==> src/design/krct_pkg.sv <==
// krct_pkg: shared constants and types for the keyed remainder carry truncator
// holds table geometry, fixed-point widths and the packed table entry layout
// no dependencies
package krct_pkg;

    localparam int ENTRIES     = 16;
    localparam int FRAC_BITS   = 16;
    localparam int KEY_W       = 32;
    localparam int VALUE_W     = 48;
    localparam int RESULT_W    = 32;
    localparam int AGE_W       = 8;
    localparam int IDX_W       = (ENTRIES > 1) ? $clog2(ENTRIES) : 1;
    localparam int CNT_W       = IDX_W + 1;
    localparam int REM_W       = FRAC_BITS + 1;
    localparam int SUM_W       = VALUE_W + 1;
    localparam int QMAG_W      = SUM_W - FRAC_BITS;

    localparam logic [AGE_W-1:0] AGE_LIMIT_RESET = AGE_W'(100);
    localparam logic [AGE_W-1:0] AGE_MAX         = {AGE_W{1'b1}};

    localparam logic REQ_CONVERT = 1'b0;
    localparam logic REQ_TICK    = 1'b1;

    typedef struct packed {
        logic [KEY_W-1:0]        key;
        logic signed [REM_W-1:0] rem;
        logic [AGE_W-1:0]        age;
    } entry_t;

    typedef struct packed {
        logic signed [RESULT_W-1:0] result;
        logic signed [REM_W-1:0]    rem;
        logic                       sat;
    } quant_t;

endpackage

==> src/design/krct_if.sv <==
// krct_if: valid/ready channel interfaces for request, result and configuration items
// depends on krct_pkg for field widths
interface krct_req_if;
    logic                                valid;
    logic                                ready;
    logic                                req_type;
    logic [krct_pkg::KEY_W-1:0]          key;
    logic signed [krct_pkg::VALUE_W-1:0] value;

    modport source (output valid, output req_type, output key, output value, input ready);
    modport sink   (input valid, input req_type, input key, input value, output ready);
endinterface

interface krct_rsp_if;
    logic                                 valid;
    logic                                 ready;
    logic signed [krct_pkg::RESULT_W-1:0] result;
    logic                                 table_full;
    logic                                 saturated;

    modport source (output valid, output result, output table_full, output saturated,
                    input ready);
    modport sink   (input valid, input result, input table_full, input saturated,
                    output ready);
endinterface

interface krct_cfg_if;
    logic                         valid;
    logic                         ready;
    logic [krct_pkg::AGE_W-1:0]   data;

    modport source (output valid, output data, input ready);
    modport sink   (input valid, input data, output ready);
endinterface

==> src/design/krct_quant.sv <==
// krct_quant: truncates a signed fixed-point sum toward zero with 32-bit saturation
// returns the integer, the signed fraction left over and the clamp flag
// depends on krct_pkg
module krct_quant
(
    input  logic signed [krct_pkg::SUM_W-1:0] sum,
    output krct_pkg::quant_t                  q
);

    logic                               neg;
    logic [krct_pkg::SUM_W-1:0]         mag;
    logic [krct_pkg::QMAG_W-1:0]        qmag;
    logic [krct_pkg::FRAC_BITS-1:0]     fmag;
    logic [63:0]                        qwide;
    logic [63:0]                        qsigned;
    logic                               sat_pos;
    logic                               sat_neg;

    always_comb
    begin
        neg     = sum[krct_pkg::SUM_W-1];
        mag     = neg ? krct_pkg::SUM_W'(-sum) : krct_pkg::SUM_W'(sum);
        qmag    = mag[krct_pkg::SUM_W-1:krct_pkg::FRAC_BITS];
        fmag    = mag[krct_pkg::FRAC_BITS-1:0];
        qwide   = 64'(qmag);
        qsigned = neg ? (64'd0 - qwide) : qwide;
        sat_pos = !neg && (qwide > 64'h0000_0000_7FFF_FFFF);
        sat_neg = neg && (qwide > 64'h0000_0000_8000_0000);

        q.sat = sat_pos || sat_neg;
        if (sat_pos)
        begin
            q.result = {1'b0, {(krct_pkg::RESULT_W-1){1'b1}}};
        end
        else if (sat_neg)
        begin
            q.result = {1'b1, {(krct_pkg::RESULT_W-1){1'b0}}};
        end
        else
        begin
            q.result = qsigned[krct_pkg::RESULT_W-1:0];
        end
        q.rem = neg ? (krct_pkg::REM_W'(0) - krct_pkg::REM_W'({1'b0, fmag}))
                    : krct_pkg::REM_W'({1'b0, fmag});
    end

endmodule

==> src/design/keyed_remainder_carry_truncator.sv <==
// keyed_remainder_carry_truncator: per-key remainder carrying fixed-point truncator
// table of keys, remainders and ages in one synchronous memory, valid bits in flops
// depends on krct_pkg, krct_if and krct_quant
//
// usage
//   req: one item per request; req_type 0 converts value for key, 1 is a frame tick
//   rsp: one item per convert (result, table_full, saturated); ticks give none
//   cfg: writes age_limit; always ready, write only while the block is idle
// timing
//   a request walks all 16 table entries through the memory read port, one per
//   cycle, then a convert also passes ST_SUM and ST_FINISH to the result register;
//   one request is in flight at a time
//   the result register holds while rsp is stalled; the next request is still
//   taken, and its result waits until the held item has gone
// reset
//   all entries invalid, age_limit 100, no result pending; no clearing pass
module keyed_remainder_carry_truncator
(
    input  logic          clk,
    input  logic          rst_n,
    krct_req_if.sink      req,
    krct_rsp_if.source    rsp,
    krct_cfg_if.sink      cfg
);

    typedef enum logic [2:0] {
        ST_IDLE,
        ST_SCAN,
        ST_SUM,
        ST_FINISH
    } st_t;

    st_t                                  state_reg;
    logic                                 type_reg;
    logic [krct_pkg::KEY_W-1:0]           key_reg;
    logic signed [krct_pkg::VALUE_W-1:0]  value_reg;
    logic [krct_pkg::AGE_W-1:0]           age_limit_reg;
    logic [krct_pkg::ENTRIES-1:0]         valid_reg;
    logic [krct_pkg::CNT_W-1:0]           cnt_reg;
    logic                                 rd_vld_reg;
    logic [krct_pkg::IDX_W-1:0]           rd_idx_reg;
    krct_pkg::entry_t                     rd_data_reg;
    logic                                 hit_reg;
    logic                                 free_found_reg;
    logic [krct_pkg::IDX_W-1:0]           hit_idx_reg;
    logic [krct_pkg::IDX_W-1:0]           free_idx_reg;
    logic signed [krct_pkg::REM_W-1:0]    hit_rem_reg;
    logic [krct_pkg::IDX_W-1:0]           slot_reg;
    logic                                 full_reg;
    logic signed [krct_pkg::SUM_W-1:0]    sum_reg;
    logic                                 out_valid_reg;
    logic signed [krct_pkg::RESULT_W-1:0] out_result_reg;
    logic                                 out_full_reg;
    logic                                 out_sat_reg;

    krct_pkg::entry_t                     mem [krct_pkg::ENTRIES];

    logic                                 scan_done;
    logic                                 rd_ok;
    logic                                 rd_entry_valid;
    logic [krct_pkg::AGE_W-1:0]           age_next;
    logic                                 out_free;
    logic                                 mem_we;
    logic [krct_pkg::IDX_W-1:0]           mem_waddr;
    krct_pkg::entry_t                     mem_wdata;
    krct_pkg::quant_t                     quant;

    krct_quant u_quant
    (
        .sum (sum_reg),
        .q   (quant)
    );

    assign req.ready      = (state_reg == ST_IDLE);
    assign cfg.ready      = 1'b1;
    assign rsp.valid      = out_valid_reg;
    assign rsp.result     = out_result_reg;
    assign rsp.table_full = out_full_reg;
    assign rsp.saturated  = out_sat_reg;

    always_comb
    begin
        scan_done      = (cnt_reg == krct_pkg::CNT_W'(krct_pkg::ENTRIES));
        rd_ok          = rd_vld_reg && (state_reg == ST_SCAN);
        rd_entry_valid = valid_reg[rd_idx_reg];
        age_next       = (rd_data_reg.age == krct_pkg::AGE_MAX) ? rd_data_reg.age
                                                               : rd_data_reg.age + 1'b1;
        out_free       = !out_valid_reg || rsp.ready;

        mem_we    = 1'b0;
        mem_waddr = rd_idx_reg;
        mem_wdata = rd_data_reg;
        if (rd_ok && (type_reg == krct_pkg::REQ_TICK) && rd_entry_valid)
        begin
            mem_we        = 1'b1;
            mem_wdata.age = age_next;
        end
        else if ((state_reg == ST_FINISH) && out_free && !full_reg)
        begin
            mem_we        = 1'b1;
            mem_waddr     = slot_reg;
            mem_wdata.key = key_reg;
            mem_wdata.rem = quant.rem;
            mem_wdata.age = '0;
        end
    end

    // table memory, one read and one write port
    always_ff @(posedge clk)
    begin
        if (mem_we)
        begin
            mem[mem_waddr] <= mem_wdata;
        end
        rd_data_reg <= mem[cnt_reg[krct_pkg::IDX_W-1:0]];
    end

    always_ff @(posedge clk or negedge rst_n)
    begin
        if (!rst_n)
        begin
            state_reg      <= ST_IDLE;
            age_limit_reg  <= krct_pkg::AGE_LIMIT_RESET;
            valid_reg      <= '0;
            cnt_reg        <= '0;
            rd_vld_reg     <= 1'b0;
            out_valid_reg  <= 1'b0;
            hit_reg        <= 1'b0;
            free_found_reg <= 1'b0;
            full_reg       <= 1'b0;
        end
        else
        begin
            if (cfg.valid)
            begin
                age_limit_reg <= cfg.data;
            end
            if ((state_reg == ST_FINISH) && out_free)
            begin
                out_valid_reg <= 1'b1;
            end
            else if (out_valid_reg && rsp.ready)
            begin
                out_valid_reg <= 1'b0;
            end

            unique case (state_reg)
                ST_IDLE:
                begin
                    if (req.valid)
                    begin
                        type_reg       <= req.req_type;
                        key_reg        <= req.key;
                        value_reg      <= req.value;
                        cnt_reg        <= '0;
                        rd_vld_reg     <= 1'b0;
                        hit_reg        <= 1'b0;
                        free_found_reg <= 1'b0;
                        state_reg      <= ST_SCAN;
                    end
                end

                ST_SCAN:
                begin
                    // issue side
                    if (!scan_done)
                    begin
                        cnt_reg    <= cnt_reg + 1'b1;
                        rd_idx_reg <= cnt_reg[krct_pkg::IDX_W-1:0];
                        rd_vld_reg <= 1'b1;
                    end
                    else
                    begin
                        rd_vld_reg <= 1'b0;
                    end

                    // data side
                    if (rd_vld_reg)
                    begin
                        if (type_reg == krct_pkg::REQ_TICK)
                        begin
                            if (rd_entry_valid && (age_next >= age_limit_reg))
                            begin
                                valid_reg[rd_idx_reg] <= 1'b0;
                            end
                        end
                        else
                        begin
                            if (rd_entry_valid && !hit_reg && (rd_data_reg.key == key_reg))
                            begin
                                hit_reg     <= 1'b1;
                                hit_idx_reg <= rd_idx_reg;
                                hit_rem_reg <= rd_data_reg.rem;
                            end
                            if (!rd_entry_valid && !free_found_reg)
                            begin
                                free_found_reg <= 1'b1;
                                free_idx_reg   <= rd_idx_reg;
                            end
                        end
                    end

                    if (scan_done && !rd_vld_reg)
                    begin
                        state_reg <= (type_reg == krct_pkg::REQ_TICK) ? ST_IDLE : ST_SUM;
                    end
                end

                ST_SUM:
                begin
                    // a new entry starts with zero carry
                    sum_reg   <= krct_pkg::SUM_W'(value_reg)
                               + (hit_reg ? krct_pkg::SUM_W'(hit_rem_reg)
                                          : krct_pkg::SUM_W'(0));
                    slot_reg  <= hit_reg ? hit_idx_reg : free_idx_reg;
                    full_reg  <= !hit_reg && !free_found_reg;
                    state_reg <= ST_FINISH;
                end

                ST_FINISH:
                begin
                    if (out_free)
                    begin
                        out_result_reg <= quant.result;
                        out_full_reg   <= full_reg;
                        out_sat_reg    <= quant.sat;
                        if (!full_reg)
                        begin
                            valid_reg[slot_reg] <= 1'b1;
                        end
                        state_reg <= ST_IDLE;
                    end
                end

                default:
                begin
                    state_reg <= ST_IDLE;
                end
            endcase
        end
    end

endmodule
==> src/flat_wrapper.sv <==
// flat-port wrapper written by rule: the top's interface ports become plain ports
module keyed_remainder_carry_truncator_flat 
  (clk, rst_n, req_valid, req_req_type, req_key, req_value, req_ready, rsp_valid, rsp_result, rsp_table_full, rsp_saturated, rsp_ready, cfg_valid, cfg_data, cfg_ready);
  krct_req_if req_i ();
  krct_rsp_if rsp_i ();
  krct_cfg_if cfg_i ();
  input  logic clk;
  input  logic rst_n;
  input wire logic [$bits(req_i.valid)-1:0] req_valid;
  input wire logic [$bits(req_i.req_type)-1:0] req_req_type;
  input wire logic [$bits(req_i.key)-1:0] req_key;
  input wire logic [$bits(req_i.value)-1:0] req_value;
  output wire logic [$bits(req_i.ready)-1:0] req_ready;
  output wire logic [$bits(rsp_i.valid)-1:0] rsp_valid;
  output wire logic [$bits(rsp_i.result)-1:0] rsp_result;
  output wire logic [$bits(rsp_i.table_full)-1:0] rsp_table_full;
  output wire logic [$bits(rsp_i.saturated)-1:0] rsp_saturated;
  input wire logic [$bits(rsp_i.ready)-1:0] rsp_ready;
  input wire logic [$bits(cfg_i.valid)-1:0] cfg_valid;
  input wire logic [$bits(cfg_i.data)-1:0] cfg_data;
  output wire logic [$bits(cfg_i.ready)-1:0] cfg_ready;
  assign req_i.valid = req_valid;
  assign req_i.req_type = req_req_type;
  assign req_i.key = req_key;
  assign req_i.value = req_value;
  assign req_ready = req_i.ready;
  assign rsp_valid = rsp_i.valid;
  assign rsp_result = rsp_i.result;
  assign rsp_table_full = rsp_i.table_full;
  assign rsp_saturated = rsp_i.saturated;
  assign rsp_i.ready = rsp_ready;
  assign cfg_i.valid = cfg_valid;
  assign cfg_i.data = cfg_data;
  assign cfg_ready = cfg_i.ready;
  keyed_remainder_carry_truncator u_core (.clk(clk), .rst_n(rst_n), .req(req_i), .rsp(rsp_i), .cfg(cfg_i));
endmodule
==> config.mk <==
export PLATFORM = sky130hd
export DESIGN_NAME = keyed_remainder_carry_truncator_flat
export DESIGN_NICKNAME = d
export VERILOG_FILES = /design/src/design/krct_pkg.sv /design/src/design/krct_if.sv /design/src/design/krct_quant.sv /design/src/design/keyed_remainder_carry_truncator.sv /design/src/flat_wrapper.sv
export SDC_FILE = /design/constraint.sdc
export NUM_CORES = 1
export LEC_CHECK = 0
export CAP_MARGIN = 20
export CORE_MARGIN = 10
export CORE_UTILIZATION = 52
export CTS_CLUSTER_DIAMETER = 40
export CTS_CLUSTER_SIZE = 30
export DETAILED_ROUTE_END_ITERATION = 8
export DONT_BUFFER_PORTS = 1
export PLACE_DENSITY_LB_ADDON = 0.15
export SLEW_MARGIN = 20
export SYNTH_ARGS = -nofsm -noshare
export SYNTH_HDL_FRONTEND = slang
export SYNTH_HIERARCHICAL = 1
export SYNTH_SLANG_ARGS = --single-unit
==> constraint.sdc <==
create_clock -name clk -period 14.4 [get_ports clk]
set_input_delay 1.44 -clock clk [delete_from_list [all_inputs] [get_ports clk]]
set_output_delay 1.44 -clock clk [all_outputs]
set_load 0.005 [all_outputs]
# [Yosys cells after proc, flatten, opt, wreduce, memory -nomap -nowiden]
# Memory sizes are Yosys's and may differ from the RTL's. A register that Yosys moved wholly into a read port is not among the register bits.
# Index checks and enable logic that the tools add are counted.
# W data, S select, Z words.
[totals] ff_bits=234 mem_bits_rw=912 output_inout_bits=37 elab_cells=147 mem_count=1
[classes] add_sub_neg=6 n_lt_le_gt_ge=7 n_eq_ne=17 mux=49 bitwise_logic=5 reduce_logical=41
[memory_table] name="u_core.mem" depth=16 word_bits=57 rd=1 rd_clocked_by_memory_dff=1 wr=1 line_no="keyed_remainder_carry_truncator.sv:56" text="krct_pkg::entry_t mem [krct_pkg::ENTRIES];"
[op_table] cell="$mux W49" n=3
[op_table] cell="$mux W16" n=5
[op_table] cell="$mux W32" n=2
[op_table] cell="$mux W57" n=1
[op_table] cell="$add A48 B49 Y49" n=1
[op_table] cell="$neg A49 Y49" n=1
[op_table] cell="$gt A33 B31 Y1 const B" n=1
[op_table] cell="$gt A33 B32 Y1 const B" n=1
[op_table] cell="$eq A32 B32 Y1" n=1
[op_table] cell="$pmux W16 S2" n=1
[op_table] cell="$sub A1 B32 Y32 const A" n=1
[op_table] cell="$reduce_and A5 Y1" n=4
[op_table] cell="$mux W1" n=17
[op_table] cell="$mux W17" n=1
[op_table] cell="$sub A1 B16 Y17 const A" n=1
[op_table] cell="$and A16 B16 Y16" n=1
[op_table] cell="$logic_and A1 B1 Y1" n=16
[op_table] cell="$mux W8" n=2
[op_table] cell="$ne A2 B2 Y1 const B" n=8
[op_table] cell="$not A16 Y16" n=1
[op_table] cell="$or A16 B16 Y16" n=1
[op_table] cell="$reduce_and A3 Y1" n=5
[op_table] cell="$mux W4" n=3
[op_table] cell="$pmux W3 S4" n=1
[op_table] cell="other kinds (24)" n=46

# [Depth between registers and ports, before layout]
[logic_depth] depth_word=10 ltp_mapped=16

# [Hierarchy]
# The synthesis kept the hierarchy.
[modules_own_cells] module="keyed_remainder_carry_truncator" instances=1 cells_each=2388 area_per_inst_um2=47201.5
[modules_own_cells] module="krct_quant" instances=1 cells_each=520 area_per_inst_um2=3397.0

# [Worst setup path after synthesis]
# OpenSTA, ideal clock, no wires.
[synth_path] kind="input-to-reg" from="in req_valid" to="reg u_core/key_reg[0] (netlist bit), enable pin" setup_ns=0.521 arrival_ns=4.879 required_time_ns=13.879 path_slack_ns=9.000 stages=2 path_cell_list="nand2_1 nor2_1"
[synth_via] elab_chain_cells=1
[synth_rtl] item="start, declared" line_no="flat_wrapper.sv:9" text="input wire logic [$bits(req_i.valid)-1:0] req_valid;"
[synth_rtl] item="$reduce_and A3 Y1 (no source line)"
[synth_rtl] item="end signal, assigned" line_no="keyed_remainder_carry_truncator.sv:153" text="key_reg <= req.key;"
[synth_rtl] item="end, declared" line_no="keyed_remainder_carry_truncator.sv:35" text="logic [krct_pkg::KEY_W-1:0] key_reg;"
# No other way between the ends.
# A chain may end at the register's enable or synchronous reset.

# [Final worst setup path]
[layout_path] from="reg u_core/sum_reg[0] (netlist bit)" to="reg u_core.out_result_reg (netlist bit u_core/rsp.result[4]), data pin"
[layout_via] elab_chain_cells=5
[layout_rtl] item="start, declared" line_no="keyed_remainder_carry_truncator.sv:50" text="logic signed [krct_pkg::SUM_W-1:0] sum_reg;"
[layout_rtl] item="start signal, assigned" line_no="keyed_remainder_carry_truncator.sv:212" text="sum_reg <= krct_pkg::SUM_W'(value_reg)"
[layout_rtl] item="$neg A49 Y49 *" line_no="krct_quant.sv:22" text="mag = neg ? krct_pkg::SUM_W'(-sum) : krct_pkg::SUM_W'(sum);"
[layout_rtl] item="$mux W49 *" line_no="krct_quant.sv:22"
[layout_rtl] item="$sub A1 B32 Y32 / $gt A33 B32 Y1 (equally long branches)" line_no="krct_quant.sv:26, krct_quant.sv:28"
[layout_rtl] item="$mux W32 / $logic_and A1 B1 Y1 (equally long branches)" line_no="krct_quant.sv:26, krct_quant.sv:28"
[layout_rtl] item="$mux W32" line_no="krct_quant.sv:35" text="else if (sat_neg)"
[layout_rtl] item="end signal, assigned" line_no="keyed_remainder_carry_truncator.sv:224" text="out_result_reg <= quant.result;"
[layout_rtl] item="end, declared" line_no="keyed_remainder_carry_truncator.sv:52" text="logic signed [krct_pkg::RESULT_W-1:0] out_result_reg;"
# Mark *: on every way between the ends. The rest lies on a longest branch, timed or not.

==> impl_metrics.env <==
export IMPL_outcome="complete, no violations"
export IMPL_cp_slowest_stage_delay_ns=0.60
export IMPL_finalWeightedCongestion=0.871
export IMPL_ys_seq_elements=1202
export IMPL_max_slew_margin_pct=22.8
export IMPL_core_area_um2=96600
export IMPL_synth_cells=2908
export IMPL_synth_ff_type="edfxtp_1"
export IMPL_timing_rr_start="u_core/sum_reg[0]"
export IMPL_synth_edf_count=1109
export IMPL_clock_sinks=1202
export IMPL_ctsHoldBuffers=0
export IMPL_worstMarginPinSlew_ns=1.16
export IMPL_drc_errors=0
export IMPL_finalClockSkew_ns=0.0471
export IMPL_cts_buffers=149
export IMPL_path_class="reg -> reg"
export IMPL_routed_via_density=6.19
export IMPL_post_route_period_util_pct=35.9
export IMPL_initial_core_util_pct=52.4
export IMPL_rsz0062_at_grt="false"
export IMPL_drt_antenna_violating_nets=0
export IMPL_path_clk_slew_ns=0.05
export IMPL_min_path_type="in -> async"
export IMPL_avgSynthCellArea_um2=17.4
export IMPL_p_leak_nw=19.0
export IMPL_cts_root_buffer="clkbuf_16"
export IMPL_synth_net_count=3064
export IMPL_io_buffers=0
export IMPL_drive_above_1_share_pct=22.1
export IMPL_tns_ns=0
export IMPL_ir_worst_vdd_uv=168
export IMPL_yosysUniqueCellTypes=103
export IMPL_cts_tree="yes"
export IMPL_fin_area_um2=57500
export IMPL_period_minus_slack_ns=5.16
export IMPL_path_cells="inv_1 -> ha_1 -> nor2b_1 -> nand4_2 -> o41ai_2 -> xor2_1 -> and4_1 -> nand4_1 -> or4b_4 -> o22ai_2 -> a21oi_2 -> buf_4 -> a2111oi_1"
export IMPL_insertion_delay_ns=0.77
export IMPL_placed_area_um2=52100
export IMPL_worst_setup_path_end_kind="flop"
export IMPL_fp_dieH_um=332
export IMPL_startpoint_type="flop"
export IMPL_grt_pass1_wl_um=183000
export IMPL_post_drt_wl_per_cell_um=27.8
export IMPL_wl_um=121000
export IMPL_grt_use_total_pct=21.9
export IMPL_crit_start="u_core/sum_reg[0]"
export IMPL_drt_iter0_drc=2334
export IMPL_first_pass_iters=5
export IMPL_syn_to_final_growth_pct=13.7
export IMPL_largest_reg_flops=912
export IMPL_netlist_area_um2=50600
export IMPL_path_max_fanout=17
export IMPL_setup_viol=0
export IMPL_cts_resized=0
export IMPL_hpwl_um=72700
export IMPL_vias=27100
export IMPL_ios=131
export IMPL_die_area_um2=110000
export IMPL_drv_slew=0
export IMPL_rows=114
export IMPL_crit_slowest_cell="or4b_4"
export IMPL_r2r_slack_ns=9.24
export IMPL_rr_endpoint="u_core/rsp.result[4]"
export IMPL_finalHoldViolations=0
export IMPL_cap_viol_max_count=0
export IMPL_nets=3121
export IMPL_grt_pass1_vias=28100
export IMPL_arrival_ns=5.70
export IMPL_cts_path_max_buffers=3
export IMPL_p_per_area_nw_per_um2=199
export IMPL_hold_ws_ns=0.381
export IMPL_post_cts_buffers=0
export IMPL_yosysWarnings=6
export IMPL_overflow=0
export IMPL_die_width_um=332
export IMPL_required_ns=14.93
export IMPL_ys_seq_area_share_pct=69.9
export IMPL_fmax_mhz=194
export IMPL_cts_htree_levels=4
export IMPL_grt_max_degree=126
export IMPL_async_flop_share_pct=3.00
export IMPL_reg2regPathDepth=13
export IMPL_antenna_found_initial=5
==> cell usage after synthesis (11+ instances only) <==
master / n / share of area, %
a21oi_1: 72 / 0.71
and2_1: 25 / 0.31
buf_1: 22 / 0.16
o21bai_1: 12 / 0.18
a211oi_1: 14 / 0.21
nand2b_1: 19 / 0.23
or3_1: 19 / 0.23
nand2_1: 244 / 1.8
nor2b_1: 11 / 0.14
clkbuf_1: 89 / 0.66
o31ai_1: 16 / 0.24
nand3_1: 48 / 0.47
nor4_1: 19 / 0.23
ha_1: 61 / 1.5
nor3_1: 57 / 0.56
edfxtp_1: 1109 / 66
mux4_2: 290 / 13
nand4_1: 33 / 0.41
inv_1: 40 / 0.30
xor2_1: 77 / 1.3
or4_1: 11 / 0.16
o21ai_0: 85 / 0.84
dfxtp_1: 57 / 2.3
or2_2: 11 / 0.14
a21o_1: 41 / 0.61
buf_2: 15 / 0.15
xnor2_1: 82 / 1.4
dfrtp_1: 33 / 1.6
a31oi_1: 17 / 0.21
nor2_1: 109 / 0.81
==> worst max-delay path by stage <==
stage                            end  slack (ns)  cells after the start
2_1_floorplan      u_core/key_reg[0]        9.00                      2
3_3_place_gp       u_core/mem[8][17]        8.84                      8
3_5_place_dp       u_core/mem[8][31]        8.73                      8
4_1_cts         u_core/rsp.result[4]        9.25                     13
5_1_grt        u_core/rsp.result[12]        8.87                     13
6_report        u_core/rsp.result[4]        9.24                     13
==> kinds of logic (layout without fill, tap and decap cells) <==
family,Yosys count,in the layout,synth area share (%)
AO/OA/AOI/OAI,346,346,4.69
XOR/XNOR,160,160,2.78
adder cells (fa/ha/maj),62,62,1.55
buffers and inverters,182,366,1.56
flip-flops,1202,1202,69.9
multiplexers,301,301,13.1
other,1,4,0.00741
AND/OR/NAND/NOR,654,654,6.41
==> power by group <==
part / switching (mW) / leakage, nW / internal [mW]
Sequential: 0.296 / 10.9 / 4.75
Clock: 1.54 / 2.55 / 2.33
Combinational: 1.49 / 5.52 / 1.05
Total: 3.33 / 19.0 / 8.14
==> metrics by stage <==
stage	setup slack (ns)	cells	power [mW]	utilization, %
floorplan	9.00	2908	6.85	-
global placement	8.84	4084	7.59	53.9
detailed placement	8.73	4086	7.69	54.0
CTS	9.25	4364	11.6	59.5
global route	8.87	4369	12.0	59.5
finish	9.24	4371	11.5	59.6
==> layer usage <==
metal	up-vias	wire length (um)	GRT usage (%)
li1	11800	-	-
met1	14200	49100	28.0
met2	910	62300	37.6
met3	215	6240	3.60
met4	2	3820	7.86
met5	-	13	0
==> area by class of cell <==
cell class | instances | area [um^2]
fill | 7018 | 39100
sequential | 1202 | 35400
multi-input combinational | 1524 | 14600
clock buffer | 166 | 3900
tap | 1276 | 1600
clock inverter | 112 | 1400
timing repair buffer | 46 | 472
inverter | 42 | 158
antenna | 3 | 7.51
==> worst max-delay path, delay by kind of cell, from the launching register on <==
family | cells | cell delay, ns
buffers and inverters | 2 | 0.39
AO/OA/AOI/OAI | 4 | 1.03
flip-flops | 1 | 0.48
AND/OR/NAND/NOR | 5 | 2.33
adder cells (fa/ha/maj) | 1 | 0.22
XOR/XNOR | 1 | 0.48
==> cells in the final DEF (no fill, tap or decap), types with 17 or more instances in the layout <==
cell type,count
a21o_1,41
a21oi_1,72
a31oi_1,17
and2_1,25
buf_4,37
bufinv_16,18
clkbuf_16,153
dfrtp_1,29
dfxtp_1,57
edfxtp_1,1109
ha_1,61
inv_1,40
inv_6,25
mux4_2,290
nand2_1,244
nand2b_1,18
nand3_1,48
nand4_1,33
nor2_1,88
nor2_4,20
nor3_1,57
nor4_1,19
o21ai_0,85
or3_1,19
xnor2_1,82
xor2_1,77
Note: power is estimated with default switching activity, not from simulation.
